$ cat src/rtl/core/hrlup_pkg.sv
// ----------------------------------------------------------------------------
// hrlup_pkg
// constants and types shared by the url parser core modules
// ----------------------------------------------------------------------------
`timescale 1ns / 1ps
`default_nettype none

package hrlup_pkg;

    // length and argument limits
    localparam int PATH_MAX  = 64;
    localparam int QUERY_MAX = 128;
    localparam int MAX_ARGS  = 8;

    // depth of the queue between front and back
    localparam int QDEPTH = 2;

    // characters of interest
    localparam logic [7:0] CH_PERCENT = 8'h25;
    localparam logic [7:0] CH_PLUS    = 8'h2b;
    localparam logic [7:0] CH_AMP     = 8'h26;
    localparam logic [7:0] CH_EQUALS  = 8'h3d;
    localparam logic [7:0] CH_QMARK   = 8'h3f;
    localparam logic [7:0] CH_SLASH   = 8'h2f;
    localparam logic [7:0] CH_SPACE   = 8'h20;
    localparam logic [7:0] CH_NUL     = 8'h00;

    // section codes of a result word
    localparam logic [1:0] SEC_PATH  = 2'd0;
    localparam logic [1:0] SEC_NAME  = 2'd1;
    localparam logic [1:0] SEC_VALUE = 2'd2;

    // raw byte class found by the front
    typedef enum logic [2:0] {
        CLS_OTHER,
        CLS_SLASH,
        CLS_NUL,
        CLS_SPACE,
        CLS_QMARK,
        CLS_PERCENT,
        CLS_PLUS
    } cls_t;

    // classified word carried through the queue
    typedef struct packed {
        logic [7:0] data;
        logic       last;
        cls_t       cls;
        logic       hex_ok;
        logic [3:0] nibble;
    } qword_t;

    // head of the queue as seen by the back
    typedef struct packed {
        logic   valid;
        qword_t word;
    } qhead_t;

    // push side of the queue as driven by the front
    typedef struct packed {
        logic   push;
        qword_t word;
    } qpush_t;

endpackage

`default_nettype wire

$ cat src/rtl/core/hrlup_front.sv
// ----------------------------------------------------------------------------
// hrlup_front
// accepts raw request-line bytes and classifies them for the back
// ----------------------------------------------------------------------------
`timescale 1ns / 1ps
`default_nettype none

module hrlup_front
    import hrlup_pkg::*;
(
    input  wire logic       clk,
    input  wire logic       rst_n,
    input  wire logic       req_valid,
    output logic            req_stall,
    input  wire logic [7:0] line_byte,
    input  wire logic       last_byte,
    input  wire logic       q_full,
    output qpush_t          q_in
);

    logic   hold_valid_reg;
    logic   hold_valid_next;
    qword_t hold_word_reg;
    qword_t word_new;
    logic   accept;
    logic   push;

    always_comb
    begin
        word_new.data   = line_byte;
        word_new.last   = last_byte;
        word_new.hex_ok = 1'b1;
        word_new.nibble = 4'h0;
        unique case (line_byte)
            CH_SLASH:   word_new.cls = CLS_SLASH;
            CH_NUL:     word_new.cls = CLS_NUL;
            CH_SPACE:   word_new.cls = CLS_SPACE;
            CH_QMARK:   word_new.cls = CLS_QMARK;
            CH_PERCENT: word_new.cls = CLS_PERCENT;
            CH_PLUS:    word_new.cls = CLS_PLUS;
            default:    word_new.cls = CLS_OTHER;
        endcase
        // hex digit, case ignored; a non-digit gives nibble zero
        if (line_byte >= 8'h30 && line_byte <= 8'h39)
        begin
            word_new.nibble = 4'(line_byte - 8'h30);
        end
        else if (line_byte >= 8'h61 && line_byte <= 8'h66)
        begin
            word_new.nibble = 4'(line_byte - 8'h57);
        end
        else if (line_byte >= 8'h41 && line_byte <= 8'h46)
        begin
            word_new.nibble = 4'(line_byte - 8'h37);
        end
        else
        begin
            word_new.hex_ok = 1'b0;
        end
    end

    assign push      = hold_valid_reg && !q_full;
    assign req_stall = hold_valid_reg && q_full;
    assign accept    = req_valid && !req_stall;

    always_comb
    begin
        hold_valid_next = hold_valid_reg;
        if (accept)
        begin
            hold_valid_next = 1'b1;
        end
        else if (push)
        begin
            hold_valid_next = 1'b0;
        end
    end

    always_ff @(posedge clk or negedge rst_n)
    begin
        if (!rst_n)
        begin
            hold_valid_reg <= 1'b0;
        end
        else
        begin
            hold_valid_reg <= hold_valid_next;
        end
    end

    always_ff @(posedge clk)
    begin
        if (accept)
        begin
            hold_word_reg <= word_new;
        end
    end

    assign q_in.push = push;
    assign q_in.word = hold_word_reg;

endmodule

`default_nettype wire

$ cat src/rtl/core/hrlup_queue.sv
// ----------------------------------------------------------------------------
// hrlup_queue
// short queue of classified words between front and back
// ----------------------------------------------------------------------------
`timescale 1ns / 1ps
`default_nettype none

module hrlup_queue
    import hrlup_pkg::*;
(
    input  wire logic   clk,
    input  wire logic   rst_n,
    input  wire qpush_t q_in,
    output logic        q_full,
    input  wire logic   q_pop,
    output qhead_t      q_head
);

    localparam int PTR_W = (QDEPTH > 1) ? $clog2(QDEPTH) : 1;
    localparam int CNT_W = $clog2(QDEPTH + 1);

    qword_t             mem [QDEPTH];
    logic [PTR_W-1:0]   wr_ptr_reg;
    logic [PTR_W-1:0]   wr_ptr_next;
    logic [PTR_W-1:0]   rd_ptr_reg;
    logic [PTR_W-1:0]   rd_ptr_next;
    logic [CNT_W-1:0]   count_reg;
    logic [CNT_W-1:0]   count_next;
    logic               do_push;
    logic               do_pop;

    assign q_full  = (count_reg == CNT_W'(QDEPTH));
    assign do_push = q_in.push && !q_full;
    assign do_pop  = q_pop && (count_reg != '0);

    always_comb
    begin
        wr_ptr_next = wr_ptr_reg;
        rd_ptr_next = rd_ptr_reg;
        count_next  = count_reg;
        if (do_push)
        begin
            wr_ptr_next = (wr_ptr_reg == PTR_W'(QDEPTH - 1)) ? '0 : wr_ptr_reg + 1'b1;
        end
        if (do_pop)
        begin
            rd_ptr_next = (rd_ptr_reg == PTR_W'(QDEPTH - 1)) ? '0 : rd_ptr_reg + 1'b1;
        end
        if (do_push && !do_pop)
        begin
            count_next = count_reg + 1'b1;
        end
        else if (do_pop && !do_push)
        begin
            count_next = count_reg - 1'b1;
        end
    end

    always_ff @(posedge clk or negedge rst_n)
    begin
        if (!rst_n)
        begin
            wr_ptr_reg <= '0;
            rd_ptr_reg <= '0;
            count_reg  <= '0;
        end
        else
        begin
            wr_ptr_reg <= wr_ptr_next;
            rd_ptr_reg <= rd_ptr_next;
            count_reg  <= count_next;
        end
    end

    always_ff @(posedge clk)
    begin
        if (do_push)
        begin
            mem[wr_ptr_reg] <= q_in.word;
        end
    end

    assign q_head.valid = (count_reg != '0);
    assign q_head.word  = mem[rd_ptr_reg];

endmodule

`default_nettype wire

$ cat src/rtl/core/hrlup_back.sv
// ----------------------------------------------------------------------------
// hrlup_back
// scan state machine: percent decode, field split and result register
// ----------------------------------------------------------------------------
`timescale 1ns / 1ps
`default_nettype none

module hrlup_back
    import hrlup_pkg::*;
(
    input  wire logic   clk,
    input  wire logic   rst_n,
    input  wire qhead_t q_head,
    output logic        q_pop,
    output logic        res_valid,
    input  wire logic   res_stall,
    output logic [1:0]  section,
    output logic [3:0]  arg_index,
    output logic        byte_valid,
    output logic [7:0]  data_byte,
    output logic        field_end,
    output logic        line_end,
    output logic        path_empty,
    output logic        truncated,
    output logic        args_dropped,
    output logic [4:0]  arg_total
);

    typedef enum logic [3:0] {
        PH_SEEK,
        PH_PATH,
        PH_PATH_HEX1,
        PH_PATH_HEX2,
        PH_QUERY,
        PH_QUERY_HEX1,
        PH_QUERY_HEX2,
        PH_DISCARD,
        PH_DONE
    } phase_t;

    phase_t       phase_reg, phase_next;
    logic [3:0]   hex_high_reg, hex_high_next;
    logic         hex_ok_reg, hex_ok_next;
    logic [7:0]   path_len_reg, path_len_next;
    logic [7:0]   query_len_reg, query_len_next;
    logic [4:0]   arg_num_reg, arg_num_next;
    logic         in_value_reg, in_value_next;
    logic         trunc_reg, trunc_next;
    logic         drop_reg, drop_next;
    logic         clr;

    logic         res_valid_reg;
    logic [1:0]   section_reg;
    logic [3:0]   arg_index_reg;
    logic         byte_valid_reg;
    logic [7:0]   data_byte_reg;
    logic         field_end_reg;
    logic         line_end_reg;
    logic         path_empty_reg;
    logic         truncated_reg;
    logic         args_dropped_reg;
    logic [4:0]   arg_total_reg;

    qword_t       w;
    logic         term;
    logic [7:0]   hex_fin;
    logic [1:0]   cur_sec;
    logic [3:0]   cur_idx;
    logic         p_req, q_req;
    logic [7:0]   p_val, q_val;
    logic [4:0]   an;
    logic         iv;
    logic         em, em_bv, em_fe, em_le;
    logic [1:0]   em_sec;
    logic [3:0]   em_idx;
    logic [7:0]   em_db;

    assign w     = q_head.word;
    assign q_pop = q_head.valid && (!res_valid_reg || !res_stall);
    assign term  = (w.cls == CLS_SPACE) || (w.cls == CLS_NUL);

    always_comb
    begin
        // partial hex: two digits, first digit only, or zero
        if (!hex_ok_reg)
        begin
            hex_fin = 8'h00;
        end
        else if (w.hex_ok)
        begin
            hex_fin = {hex_high_reg, w.nibble};
        end
        else
        begin
            hex_fin = {4'h0, hex_high_reg};
        end
        cur_sec = in_value_reg ? SEC_VALUE : SEC_NAME;
        cur_idx = (arg_num_reg == '0) ? 4'h0 : 4'(arg_num_reg - 5'd1);
    end

    always_comb
    begin
        phase_next     = phase_reg;
        hex_high_next  = hex_high_reg;
        hex_ok_next    = hex_ok_reg;
        path_len_next  = path_len_reg;
        query_len_next = query_len_reg;
        arg_num_next   = arg_num_reg;
        in_value_next  = in_value_reg;
        trunc_next     = trunc_reg;
        drop_next      = drop_reg;
        clr            = 1'b0;
        p_req          = 1'b0;
        p_val          = w.data;
        q_req          = 1'b0;
        q_val          = w.data;
        an             = (arg_num_reg == '0) ? 5'd1 : arg_num_reg;
        iv             = (arg_num_reg == '0) ? 1'b0 : in_value_reg;
        em             = 1'b0;
        em_sec         = SEC_PATH;
        em_idx         = 4'h0;
        em_bv          = 1'b0;
        em_db          = 8'h00;
        em_fe          = 1'b0;
        em_le          = 1'b0;

        if (w.last)
        begin
            // final byte: close what is open, then back to reset state
            clr   = 1'b1;
            em    = 1'b1;
            em_le = 1'b1;
            unique case (phase_reg)
                PH_SEEK, PH_PATH, PH_PATH_HEX1, PH_PATH_HEX2:
                begin
                    em_fe = 1'b1;
                end
                PH_QUERY, PH_QUERY_HEX1, PH_QUERY_HEX2:
                begin
                    if (arg_num_reg != '0)
                    begin
                        em_fe  = 1'b1;
                        em_sec = cur_sec;
                        em_idx = cur_idx;
                    end
                end
                default:
                begin
                end
            endcase
        end
        else
        begin
            unique case (phase_reg)
                PH_SEEK:
                begin
                    if (w.cls == CLS_SLASH)
                    begin
                        phase_next = PH_PATH;
                    end
                    else if (w.cls == CLS_NUL)
                    begin
                        phase_next = PH_DONE;
                        em         = 1'b1;
                        em_fe      = 1'b1;
                    end
                end
                PH_PATH:
                begin
                    if (term)
                    begin
                        phase_next = PH_DONE;
                        em         = 1'b1;
                        em_fe      = 1'b1;
                    end
                    else if (w.cls == CLS_QMARK)
                    begin
                        phase_next = PH_QUERY;
                        em         = 1'b1;
                        em_fe      = 1'b1;
                    end
                    else if (w.cls == CLS_PERCENT)
                    begin
                        phase_next = PH_PATH_HEX1;
                    end
                    else
                    begin
                        p_req = 1'b1;
                    end
                end
                PH_PATH_HEX1, PH_QUERY_HEX1:
                begin
                    hex_high_next = w.nibble;
                    hex_ok_next   = w.hex_ok;
                    phase_next    = (phase_reg == PH_PATH_HEX1) ? PH_PATH_HEX2 : PH_QUERY_HEX2;
                end
                PH_PATH_HEX2:
                begin
                    phase_next = PH_PATH;
                    p_req      = 1'b1;
                    p_val      = hex_fin;
                end
                PH_QUERY:
                begin
                    if (term)
                    begin
                        phase_next = PH_DONE;
                        if (arg_num_reg != '0)
                        begin
                            em     = 1'b1;
                            em_fe  = 1'b1;
                            em_sec = cur_sec;
                            em_idx = cur_idx;
                        end
                    end
                    else if (w.cls == CLS_PERCENT)
                    begin
                        phase_next = PH_QUERY_HEX1;
                    end
                    else
                    begin
                        q_req = 1'b1;
                        q_val = (w.cls == CLS_PLUS) ? CH_SPACE : w.data;
                    end
                end
                PH_QUERY_HEX2:
                begin
                    phase_next = PH_QUERY;
                    q_req      = 1'b1;
                    q_val      = hex_fin;
                end
                PH_DISCARD:
                begin
                    if (term)
                    begin
                        phase_next = PH_DONE;
                    end
                end
                default:
                begin
                end
            endcase
        end

        // decoded path byte
        if (p_req)
        begin
            if (path_len_reg >= 8'(PATH_MAX))
            begin
                trunc_next = 1'b1;
            end
            else
            begin
                path_len_next = path_len_reg + 8'd1;
                em            = 1'b1;
                em_bv         = 1'b1;
                em_db         = p_val;
            end
        end

        // decoded query byte
        if (q_req)
        begin
            if (query_len_reg >= 8'(QUERY_MAX))
            begin
                trunc_next = 1'b1;
            end
            else
            begin
                query_len_next = query_len_reg + 8'd1;
                arg_num_next   = an;
                in_value_next  = iv;
                em             = 1'b1;
                em_idx         = 4'(an - 5'd1);
                if (q_val == CH_AMP)
                begin
                    em_fe  = 1'b1;
                    em_sec = iv ? SEC_VALUE : SEC_NAME;
                    if (an < 5'(MAX_ARGS))
                    begin
                        arg_num_next  = an + 5'd1;
                        in_value_next = 1'b0;
                    end
                    else
                    begin
                        drop_next  = 1'b1;
                        phase_next = PH_DISCARD;
                    end
                end
                else if (q_val == CH_EQUALS && !iv)
                begin
                    in_value_next = 1'b1;
                    em_fe         = 1'b1;
                    em_sec        = SEC_NAME;
                end
                else
                begin
                    em_sec = iv ? SEC_VALUE : SEC_NAME;
                    em_bv  = 1'b1;
                    em_db  = q_val;
                end
            end
        end
    end

    always_ff @(posedge clk or negedge rst_n)
    begin
        if (!rst_n)
        begin
            phase_reg     <= PH_SEEK;
            hex_high_reg  <= 4'h0;
            hex_ok_reg    <= 1'b0;
            path_len_reg  <= 8'd0;
            query_len_reg <= 8'd0;
            arg_num_reg   <= 5'd0;
            in_value_reg  <= 1'b0;
            trunc_reg     <= 1'b0;
            drop_reg      <= 1'b0;
            res_valid_reg <= 1'b0;
        end
        else
        begin
            if (q_pop)
            begin
                if (clr)
                begin
                    phase_reg     <= PH_SEEK;
                    hex_high_reg  <= 4'h0;
                    hex_ok_reg    <= 1'b0;
                    path_len_reg  <= 8'd0;
                    query_len_reg <= 8'd0;
                    arg_num_reg   <= 5'd0;
                    in_value_reg  <= 1'b0;
                    trunc_reg     <= 1'b0;
                    drop_reg      <= 1'b0;
                end
                else
                begin
                    phase_reg     <= phase_next;
                    hex_high_reg  <= hex_high_next;
                    hex_ok_reg    <= hex_ok_next;
                    path_len_reg  <= path_len_next;
                    query_len_reg <= query_len_next;
                    arg_num_reg   <= arg_num_next;
                    in_value_reg  <= in_value_next;
                    trunc_reg     <= trunc_next;
                    drop_reg      <= drop_next;
                end
            end
            if (q_pop && em)
            begin
                res_valid_reg <= 1'b1;
            end
            else if (!res_stall)
            begin
                res_valid_reg <= 1'b0;
            end
        end
    end

    always_ff @(posedge clk)
    begin
        if (q_pop && em)
        begin
            section_reg      <= em_sec;
            arg_index_reg    <= em_idx;
            byte_valid_reg   <= em_bv;
            data_byte_reg    <= em_db;
            field_end_reg    <= em_fe;
            line_end_reg     <= em_le;
            path_empty_reg   <= (path_len_next == 8'd0);
            truncated_reg    <= trunc_next;
            args_dropped_reg <= drop_next;
            arg_total_reg    <= em_le ? arg_num_next : 5'd0;
        end
    end

    assign res_valid    = res_valid_reg;
    assign section      = section_reg;
    assign arg_index    = arg_index_reg;
    assign byte_valid   = byte_valid_reg;
    assign data_byte    = data_byte_reg;
    assign field_end    = field_end_reg;
    assign line_end     = line_end_reg;
    assign path_empty   = path_empty_reg;
    assign truncated    = truncated_reg;
    assign args_dropped = args_dropped_reg;
    assign arg_total    = arg_total_reg;

endmodule

`default_nettype wire

$ cat src/rtl/core/http_request_line_url_parser_core.sv
// a byte accepted by the front passes its holding register and the queue before the back registers its result word
// throughput: one byte per cycle while the result channel is not stalled, set by the scan step in the back
// a byte that produces no result still takes a scan step in the back and leaves no word
// reset: rst_n asynchronous active low, scan returns to seeking the first slash
// the final byte of a line also returns all scan state to its reset value
// ----------------------------------------------------------------------------
// http_request_line_url_parser_core
// percent-decoding url parser for an http request line, one byte per word
// ----------------------------------------------------------------------------
`timescale 1ns / 1ps
`default_nettype none

module http_request_line_url_parser_core
    import hrlup_pkg::*;
(
    input  wire logic       clk,
    input  wire logic       rst_n,
    // request byte channel
    input  wire logic       req_valid,
    output logic            req_stall,
    input  wire logic [7:0] line_byte,
    input  wire logic       last_byte,
    // result channel
    output logic            res_valid,
    input  wire logic       res_stall,
    output logic [1:0]      section,
    output logic [3:0]      arg_index,
    output logic            byte_valid,
    output logic [7:0]      data_byte,
    output logic            field_end,
    output logic            line_end,
    output logic            path_empty,
    output logic            truncated,
    output logic            args_dropped,
    output logic [4:0]      arg_total
);

    // front to queue: classified word and push
    qpush_t q_in;
    // queue back-pressure to the front
    logic   q_full;
    // queue head to the back and its pop
    qhead_t q_head;
    logic   q_pop;

    // front: holding register, byte class and hex nibble per word
    hrlup_front u_front (
        .clk       (clk),
        .rst_n     (rst_n),
        .req_valid (req_valid),
        .req_stall (req_stall),
        .line_byte (line_byte),
        .last_byte (last_byte),
        .q_full    (q_full),
        .q_in      (q_in)
    );

    // queue: lets the front keep taking bytes while the result side stalls
    hrlup_queue u_queue (
        .clk    (clk),
        .rst_n  (rst_n),
        .q_in   (q_in),
        .q_full (q_full),
        .q_pop  (q_pop),
        .q_head (q_head)
    );

    // back: scan state machine, length limits, argument split, result register
    hrlup_back u_back (
        .clk          (clk),
        .rst_n        (rst_n),
        .q_head       (q_head),
        .q_pop        (q_pop),
        .res_valid    (res_valid),
        .res_stall    (res_stall),
        .section      (section),
        .arg_index    (arg_index),
        .byte_valid   (byte_valid),
        .data_byte    (data_byte),
        .field_end    (field_end),
        .line_end     (line_end),
        .path_empty   (path_empty),
        .truncated    (truncated),
        .args_dropped (args_dropped),
        .arg_total    (arg_total)
    );

endmodule

`default_nettype wire

$ cat config.mk
export PLATFORM = sky130hd
export DESIGN_NAME = http_request_line_url_parser_core
export DESIGN_NICKNAME = d
export VERILOG_FILES = /design/src/rtl/core/hrlup_pkg.sv /design/src/rtl/core/hrlup_front.sv /design/src/rtl/core/hrlup_queue.sv /design/src/rtl/core/hrlup_back.sv /design/src/rtl/core/http_request_line_url_parser_core.sv
export SDC_FILE = /design/constraint.sdc
export NUM_CORES = 1
export LEC_CHECK = 0
export BUFFER_PORTS_ARGS = -buffer_cell sky130_fd_sc_hd__buf_4
export CAP_MARGIN = 0
export CORE_MARGIN = 2
export CORE_UTILIZATION = 60
export DETAILED_ROUTE_END_ITERATION = 8
export HOLD_SLACK_MARGIN = 0.03
export PLACE_DENSITY = 0.87
export SYNTH_ARGS = -nofsm -noshare
export SYNTH_HDL_FRONTEND = slang
export SYNTH_SLANG_ARGS = --single-unit
$ cat constraint.sdc
create_clock -name clk -period 4.32 [get_ports clk]
set_input_delay 0.216 -clock clk [delete_from_list [all_inputs] [get_ports clk]]
set_output_delay 0.216 -clock clk [all_outputs]
set_load 0.005 [all_outputs]
==> results.yml, run 1 <==
routing:
  routed-via-count: 4565
  wl_per_cell_um: 18.86
  routed_wl_um: 13690
  antenna_left: 0
  drc: 0
  drt_iter0_markers: 446
  dr.pass1.iters: 5
  viasPerCell: 6.288
finish:
  drive_gt1_share_pct: 15.91
  fill_cells: 631
  nets: 608
  area_growth_pct: 19.63
  top_register: "u_queue.mem"
  design_area_um2: 6948
  antennaDiodeCount: 0
  largest_reg_flops: 34
synthesis:
  synthFlopType: "edfxtp_1"
  synthArstFlopShare_pct: 33.91
  syn_area_per_cell_um2: 10.94
  synthCells: 531
  synthesis.nets: 555
  yosys_warnings: 0
  syn_area_um2: 5808
  synth_edf_count: 76
  yosys.area.top_type: "edfxtp_1"
  ys_types: 64
  synth_top_cells_by_area: "edfxtp_1 (39%), dfrtp_1 (17%), mux2i_1 (5.0%)"
  synth_top_area_share_pct: 39.29
  synth-seq-area-share_pct: 56.10
  ys_ff_latch: 115
pwr:
  ir_drop_mv: 0.4777
  power_density_nw_per_um2: 760.9
  power.leakage_nw: 2.806
sta:
  setup_viol: 0
  hold_violations: 0
  fin_crit_sh_pct: 75.42
  clock_skew_ns: 0.01021
  slew_headroom_pct: 23.48
  rsz0062_at_grt: "no"
  fin_ws_ns: 1.062
  tns_ns: 0
  slew_violations: 0
  tightest_slew_ns: 1.132
  holdWs_ns: 0.2117
  clock.fmax_ghz: 0.3069
  fin_crit_ns: 3.258
floorplan:
  num_io_pins: 40
  die_y_um: 102.4
  die_area_um2: 10480
  die_w_um: 102.4
  start_util_pct: 62.27
  num_rows: 35
  core_um2: 9328
placed_design:
  place_ws_ns: 1.240
  hpwlAfterDp_um: 9071
  io_buffers: 39
  place_area_um2: 6208
  place.gp.congestion: 0.9408
setup_path:
  worstPathMaxFanout: 10
  end_kind: "register"
  reg2reg_setup_slack_ns: 1.06
  crit_path_start_kind: "register"
  required_ns: 4.56
  crit_arrival_ns: 3.50
  rr_worst_depth: 7
  r2r_start: "u_queue.rd_ptr_reg$_DFFE_PN0P_"
  worstSetupPathType: "reg2reg"
  r2r_end: "u_back.data_byte[0]$_DFFE_PP_"
global_routing:
  grtUsageTotal_pct: 27.87
  antenna_found_initial: 0
  grt_pass1_wl_um: 22070
  grt_pass1_vias: 4467
  grt-ovfl-total: 0
  grt_max_degree: 40
clocking:
  clockBufferDepth: 2
  numClockSinks: 115
  cts_buffers: 17
  worstSkewPairLatency_ns: 0.52
  cts-root-buf: "clkbuf_8"
  cts_tree: "built"
  cts.clk_slew.worst_paths_ns: 0.06
  cts_setup_buffers: 0
  htree_levels: 4
job:
  drv_cap: 0
worst_hold_path:
  hp-class: "in2async"
run_status:
  outcome: "finished clean"
how the worst max path moves through the flow:
stage	startpoint	endpoint	slack, ns	depth (start not counted)
2_1_floorplan	u_queue.rd_ptr_reg$_DFFE_PN0P_	u_back.arg_index[0]$_DFFE_PP_	0.64	8
3_3_place_gp	u_queue.rd_ptr_reg$_DFFE_PN0P_	u_back.data_byte[2]$_DFFE_PP_	1.21	7
3_5_place_dp	u_queue.rd_ptr_reg$_DFFE_PN0P_	u_back.data_byte[2]$_DFFE_PP_	1.24	7
4_1_cts	u_queue.rd_ptr_reg$_DFFE_PN0P_	u_back.data_byte[0]$_DFFE_PP_	1.20	7
5_1_grt	u_queue.rd_ptr_reg$_DFFE_PN0P_	u_back.data_byte[0]$_DFFE_PP_	0.95	7
6_report	u_queue.rd_ptr_reg$_DFFE_PN0P_	u_back.data_byte[0]$_DFFE_PP_	1.06	7
final cells by class:
type | count | area [µm²] | area share [%]
clock buffers | 18 | 417.9 | 6.015
clock inverters | 14 | 201.4 | 2.899
inverters | 19 | 71.32 | 1.026
multi-input cells | 373 | 2372 | 34.14
flip-flops and latches | 115 | 3258 | 46.89
repair buffers | 58 | 465.4 | 6.699
well taps | 129 | 161.4 | 2.323
power breakdown:
group	leakage, nW	switching (mW)	internal, mW
sequential	1.26	0.279	1.62
combinational	1.25	1.19	0.730
clock	0.297	0.523	0.945
total	2.81	1.99	3.29
metal layers:
metal / share of wire, % / vias to the layer above / routed length [µm] / global-route usage, %
li1: - / 2087 / - / -
met1: 42 / 2207 / 5723 / 35.43
met2: 50 / 235 / 6804 / 47.12
met3: 5.9 / 36 / 809 / 4.993
met4: 2.6 / 0 / 354 / 12.10
met5: 0 / - / 0 / 0
repair_timing:
action                                 4_1_cts  5_1_grt
resized for setup                            0        0
hold buffers                                12        0
endpoints found under the hold margin       54        0
cells in the final DEF (no fill, tap or decap), drive strengths merged, types with 10 or more instances in the layout:
cell          n
edfxtp       76
nand2        54
nor2         51
buf          46
dfrtp        39
o21ai        33
mux2i        29
a21oi        26
inv          23
clkbuf       18
and2         14
nand3        14
dlygate4sd3  12
ha           11
a31oi        10
o22ai        10
synthesized netlist by cell type, types with 11 or more instances:
library cell and number:
nand3_1 13, a21oi_1 26, o21ai_0 30, clkbuf_1 16, and2_1 13, dfrtp_1 39
edfxtp_1 76, inv_1 19, nand2_1 54, nor2_1 51, mux2i_1 29, ha_1 11
critical path, cell delays in order (launching register included):
cell and delay [ns]:
dfrtp_1 0.52, nor4bb_1 1.00, nor4_1 0.16, a211oi_1 0.52, and4_4 0.31, a21oi_1 0.07, o21ai_2 0.26, o22ai_1 0.13
metrics by stage:
stage	power [mW]	instances	util (%)
after floorplan	3.131	531	-
after global placement	3.711	682	66.56
after detailed placement	3.762	682	66.56
after CTS	5.258	726	74.49
after global routing	5.571	726	74.49
final	5.287	726	74.49
cells by family (layout without fill, tap and decap cells):
| logic type | after synthesis | after routing | synth area share, % |
|---|---|---|---|
| xor gates and xnor gates | 12 | 12 | 1.810 |
| and+or+nand+nor | 192 | 192 | 16.61 |
| buffers and inverters | 43 | 109 | 3.188 |
| adders and majority gates | 11 | 11 | 2.370 |
| DFF | 115 | 115 | 56.10 |
| AOI/OAI and AO/OA | 122 | 122 | 13.57 |
| muxes | 36 | 36 | 6.355 |
Note: power is estimated with default switching activity, not from simulation.
==> run 2, diff against run 1 <==
- ABC_AREA: unset -> 1
- CORE_UTILIZATION: 60 -> 61
- PLACE_DENSITY: 0.87 -> 0.88
- clock period: 4.32 -> 3.33 ns (I/O delays scaled with it)
==> results.yml, run 2 <==
run_status:
  outcome: "finished clean"
synthesis:
  synth-seq-area-share_pct: 52.97
  yosys.area_share.simple_pct: 27.62
  synth_xor_area_share_pct: 1.566
  synth.most_common_cell: "nand2_1"
  synth_adder_area_share_pct: 2.238
  synth_top_area_share_pct: 37.10
  yosys.area.top_type: "edfxtp_1"
  ys_ff_latch: 115
  synth_top_family_by_area: "simple AND/OR/NAND/NOR gates"
  synth_edf_count: 76
  syn_area_um2: 6151
  syn_area_per_cell_um2: 8.863
  yosys_warnings: 0
  synth_common_cells: "nand2_1 (183), inv_1 (85), edfxtp_1 (76)"
  synthMuxAreaShare_pct: 0
  synthArstFlopShare_pct: 33.91
  synthesis.nets: 718
  synthCells: 694
  synth_top_cells_by_area: "edfxtp_1 (37%), dfrtp_1 (16%), nand2_1 (11%)"
  synth_compound_area_share_pct: 8.259
  ys_types: 43
  synthFlopType: "edfxtp_1"
sta:
  tns_ns: 0
  slew_headroom_pct: 56.94
  clock.fmax_ghz: 0.3896
  hold_violations: 0
  fin_crit_sh_pct: 77.08
  fin_ws_ns: 0.7633
  fin_crit_ns: 2.567
  setup_viol: 0
  clock_skew_ns: 0.007833
  slew_violations: 0
  rsz0062_at_grt: "no"
  tightest_slew_ns: 0.6452
floorplan:
  num_io_pins: 40
  core_um2: 9774
  die_area_um2: 10900
  die_w_um: 104.4
  num_rows: 36
  start_util_pct: 62.93
  die_y_um: 104.4
setup_path:
  critical-path-top-delay-family: "buffers and inverters"
  required_ns: 3.53
  critical_path.cell_chain: "inv_2 > nand2_1 > nand2_4 > nor2_1 > inv_2 > nand3_2 > o21ai_4 > nand2_4 > nand4_1 > o21ai_0 > inv_1 > buf_4"
  end_kind: "register"
  crit_path_start_kind: "register"
  worstPathMaxFanout: 25
  crit_path_top_delay_cell: "dfrtp_1"
  worstSetupPathType: "reg2reg"
  critical_path.max_stage_delay_ns: 0.38
  worst-path-buf-inv: 4
  crit_arrival_ns: 2.77
placed_design:
  place.gp.congestion: 0.9602
  place_area_um2: 6586
  hpwlAfterDp_um: 10280
  place_ws_ns: 0.8020
  io_buffers: 39
pwr:
  power.leakage_nw: 3.261
  ir_drop_mv: 0.5604
  power_density_nw_per_um2: 899.6
worst_hold_path:
  hp-class: "in2async"
routing:
  routed-via-count: 5053
  dr.pass1.iters: 6
  drc: 0
  wl_met3_um: 989
  viasPerCell: 5.577
  antenna_left: 0
  routed_wl_um: 14600
  top_layer: "met4"
  drt_iter0_markers: 413
  met2WireLength_um: 7350
  wl_per_cell_um: 16.11
  wl_met1_um: 5615
finish:
  top_register: "u_queue.mem"
  nets: 784
  largest_reg_flops: 34
  mostFrequentLayoutCells: "nand2_1 (183), inv_1 (85), edfxtp_1 (76), nor2_1 (61), nand3_1 (49)"
  drive_gt1_share_pct: 17.98
  design_area_um2: 7268
  multiInputGateArea_um2: 2441
  area_growth_pct: 18.17
  fill_cells: 644
  final_common_cell: "nand2_1"
  seq_area_um2: 3258
  antennaDiodeCount: 0
clocking:
  cts_buffers: 17
  clockBufferDepth: 2
  cts-root-buf: "clkbuf_8"
  cts-resized-gates: 0
  worstSkewPairLatency_ns: 0.53
  cts.clk_slew.worst_paths_ns: 0.06
  cts_tree: "built"
  ctsHoldBuffers: 12
  htree_levels: 4
  cts_setup_buffers: 0
  numClockSinks: 115
global_routing:
  grt-ovfl-total: 0
  grt_max_degree: 40
  antenna_found_initial: 0
  grt_pass1_wl_um: 23920
  grt_pass1_vias: 5055
  grtUsageTotal_pct: 28.45
job:
  drv_cap: 0
[run 2: cell types whose count changed after synthesis, moves of 11 or more]
cell / delta
inv_1: +66
clkbuf_1: -12
mux2i_1: -29
inv_2: +11
nand2_1: +129
nand2_2: +13
nand3_1: +36
and2_1: -13
[run 2: kinds of logic (layout without fill, tap and decap cells)]
kind of cell,count (synthesis),after routing
AOI/OAI and AO/OA,86,86
xor gates and xnor gates,11,11
adders and majority gates,11,11
buffers and inverters,110,189
DFF,115,115
and+or+nand+nor,361,361
[run 2: final cells by class]
type | instances | area share (%)
clock buffers | 17 | 5.698
clock inverters | 15 | 2.031
inverters | 98 | 5.061
multi-input cells | 469 | 33.59
flip-flops and latches | 115 | 44.83
well taps | 133 | 2.290
repair buffers | 59 | 6.507
[run 2: report_power, final]
part           internal (mW)  switching [mW]
Clock                   1.01           0.696
Sequential              2.10           0.212
Combinational          0.819            1.71
Total                   3.92            2.62
[run 2: stage by stage]
stage	hold slack [ns]	util [%]	power, mW	cells
after floorplan	-0.1291	-	3.975	694
after global placement	0.1764	67.38	4.702	862
after detailed placement	0.1816	67.38	4.784	862
after CTS	0.1622	74.36	6.526	906
after global routing	0.2089	74.36	6.923	906
final	0.1584	74.36	6.539	906
[run 2: worst register-to-register path: cells and delay by family (launching register included)]
| kind | cells | cell delay (ns) |
|---|---|---|
| AOI/OAI and AO/OA | 2 | 0.32 |
| buffers and inverters | 4 | 0.81 |
| DFF | 1 | 0.38 |
| and+or+nand+nor | 6 | 0.72 |
[run 2: per-layer routing]
metal	vias to the layer above	GRT usage (%)
met2	257	48.18
met3	48	6.391
met1	2319	32.86
met4	0	17.28
met5	-	0
li1	2429	-
[run 2: worst paths after layout]
check                           slack, ns                           start  cells after the start                            endpoint
worst min register to register       0.45       u_front.q_in[9]$_DFFE_PP_                      0         u_queue.mem[1][9]$_DFFE_PP_
worst max-delay path                 0.76  u_queue.rd_ptr_reg$_DFFE_PN0P_                     12         u_back.path_empty$_DFFE_PP_
worst min-delay path                 0.16                           rst_n                      2      u_queue.rd_ptr_reg$_DFFE_PN0P_
worst max register to register       0.76  u_queue.rd_ptr_reg$_DFFE_PN0P_                     12         u_back.path_empty$_DFFE_PP_
max in group asynchronous            2.79                           rst_n                      2  u_front.hold_valid_reg$_DFFE_PN0P_
min in group clk                     0.38                       last_byte                      2           u_front.q_in[8]$_DFFE_PP_
==> run 3, diff against run 2 <==
- clock period: 3.33 -> 2.5 ns (I/O delays scaled with it)
==> results.yml, run 3 (synthesized netlist as in run 2, its figures left out) <==
routing:
  dr.pass1.iters: 7
  antenna_left: 0
  drt_iter0_markers: 440
  routed-via-count: 5200
  wl_met1_um: 5922
  drc: 0
  routed_wl_um: 15040
  wl_met3_um: 983
  wl_per_cell_um: 16.39
  top_layer: "met4"
  viasPerCell: 5.664
  met2WireLength_um: 7440
global_routing:
  grt-ovfl-total: 0
  grt_pass1_vias: 4961
  grt_max_degree: 40
  grtUsageTotal_pct: 28.54
  grt_pass1_wl_um: 24070
  antenna_found_initial: 0
run_status:
  outcome: "finished clean"
sta:
  slew_violations: 0
  tns_ns: 0
  fin_ws_ns: 0.1495
  clock.fmax_ghz: 0.4254
  setup_viol: 0
  tightest_slew_ns: 0.7104
  hold_violations: 0
  clock_skew_ns: 0.01115
  fin_crit_ns: 2.350
  fin_crit_sh_pct: 94.02
  slew_headroom_pct: 52.04
clocking:
  cts-root-buf: "clkbuf_8"
  cts_buffers: 17
  numClockSinks: 115
  clockBufferDepth: 2
  worstSkewPairLatency_ns: 0.53
  cts.clk_slew.worst_paths_ns: 0.06
  cts_tree: "built"
  htree_levels: 4
placed_design:
  place.gp.congestion: 0.9936
  io_buffers: 39
  place_area_um2: 6666
  hpwlAfterDp_um: 10440
  place_ws_ns: 0.1064
setup_path:
  required_ns: 2.85
  crit_arrival_ns: 2.70
  worstSetupPathType: "reg2reg"
  end_kind: "register"
  crit_path_start_kind: "register"
  r2r_end: "u_back.path_empty$_DFFE_PP_"
  r2r_start: "u_back.phase_reg[3]$_DFFE_PN0P_"
  rr_worst_depth: 13
  reg2reg_setup_slack_ns: 0.15
  worstPathMaxFanout: 10
floorplan:
  num_io_pins: 40
  die_w_um: 104.4
  die_area_um2: 10900
  die_y_um: 104.4
  core_um2: 9774
  num_rows: 36
  start_util_pct: 62.93
finish:
  antennaDiodeCount: 0
  area_growth_pct: 20.38
  fin_util_pct: 75.76
  drive_gt1_share_pct: 20.00
  design_area_um2: 7405
  nets: 796
  largest_reg_flops: 34
  mostFrequentLayoutCells: "nand2_1 (182), inv_1 (85), edfxtp_1 (76), nor2_1 (61), buf_4 (57)"
  top_register: "u_queue.mem"
  final_common_cell: "nand2_1"
pwr:
  ir_drop_mv: 0.9161
  power_density_nw_per_um2: 1213
  finalPower_mw: 8.984
  power.leakage_nw: 3.329
worst_hold_path:
  hp-class: "in2async"
job:
  drv_cap: 0
==> run 3: worst max path at each step <==
stage,from,slack [ns],endpoint
after CTS,u_queue.rd_ptr_reg$_DFFE_PN0P_,0.07,u_back.path_empty$_DFFE_PP_
after global routing,u_queue.rd_ptr_reg$_DFFE_PN0P_,-0.01,u_back.data_byte[3]$_DFFE_PP_
after global placement,u_back.phase_reg[0]$_DFFE_PN0P_,0.19,u_back.data_byte[6]$_DFFE_PP_
final,u_back.phase_reg[3]$_DFFE_PN0P_,0.15,u_back.path_empty$_DFFE_PP_
after detailed placement,u_queue.rd_ptr_reg$_DFFE_PN0P_,0.11,u_back.path_empty$_DFFE_PP_
after floorplan,u_queue.rd_ptr_reg$_DFFE_PN0P_,0.07,u_back.arg_index[0]$_DFFE_PP_
==> run 3: layer usage <==
metal	up-vias	GRT usage [%]
met3	76	6.454
li1	2445	-
met2	274	48.97
met5	-	0
met4	0	14.38
met1	2405	33.64
==> run 3: cell type report <==
class | count | area (µm²)
Timing Repair Buffer | 71 | 579.3
Fill cell | 655 | 2370
Inverter | 98 | 375.4
Clock inverter | 15 | 146.4
Multi-Input combinational cell | 469 | 2461
Clock buffer | 17 | 414.1
Tap cell | 133 | 166.4
Sequential cell | 115 | 3262
==> run 3: repair_timing <==
action	in CTS	in global routing
setup endpoints to repair	0	40
resized for setup	0	12
hold buffers	12	0
buffers inserted	0	3
hold endpoints to repair	51	0
==> run 3: where the power goes <==
part | leakage (nW) | switching [mW] | internal (mW)
combinational | 1.80 | 2.37 | 1.24
sequential | 1.25 | 0.284 | 2.79
clock | 0.276 | 0.955 | 1.34
total | 3.33 | 3.61 | 5.38
==> run 3: worst max-delay path, stage by stage (launching register included) <==
cell,delay (ns)
dfrtp_1,0.44
inv_2,0.14
nand2_2,0.12
nor2_1,0.19
inv_1,0.10
nor2_4,0.10
inv_2,0.10
o21ai_4,0.10
nand2_4,0.13
nor2_2,0.14
nand3_1,0.13
xor2_2,0.20
nand3b_1,0.12
nor2_1,0.17
==> run 3: through the flow <==
step | hold slack [ns] | std cells
after CTS | 0.1423 | 915
after detailed placement | 0.1409 | 871
final | 0.1292 | 918
after global routing | 0.1724 | 918
after global placement | 0.1393 | 871
after floorplan | -0.1706 | 694
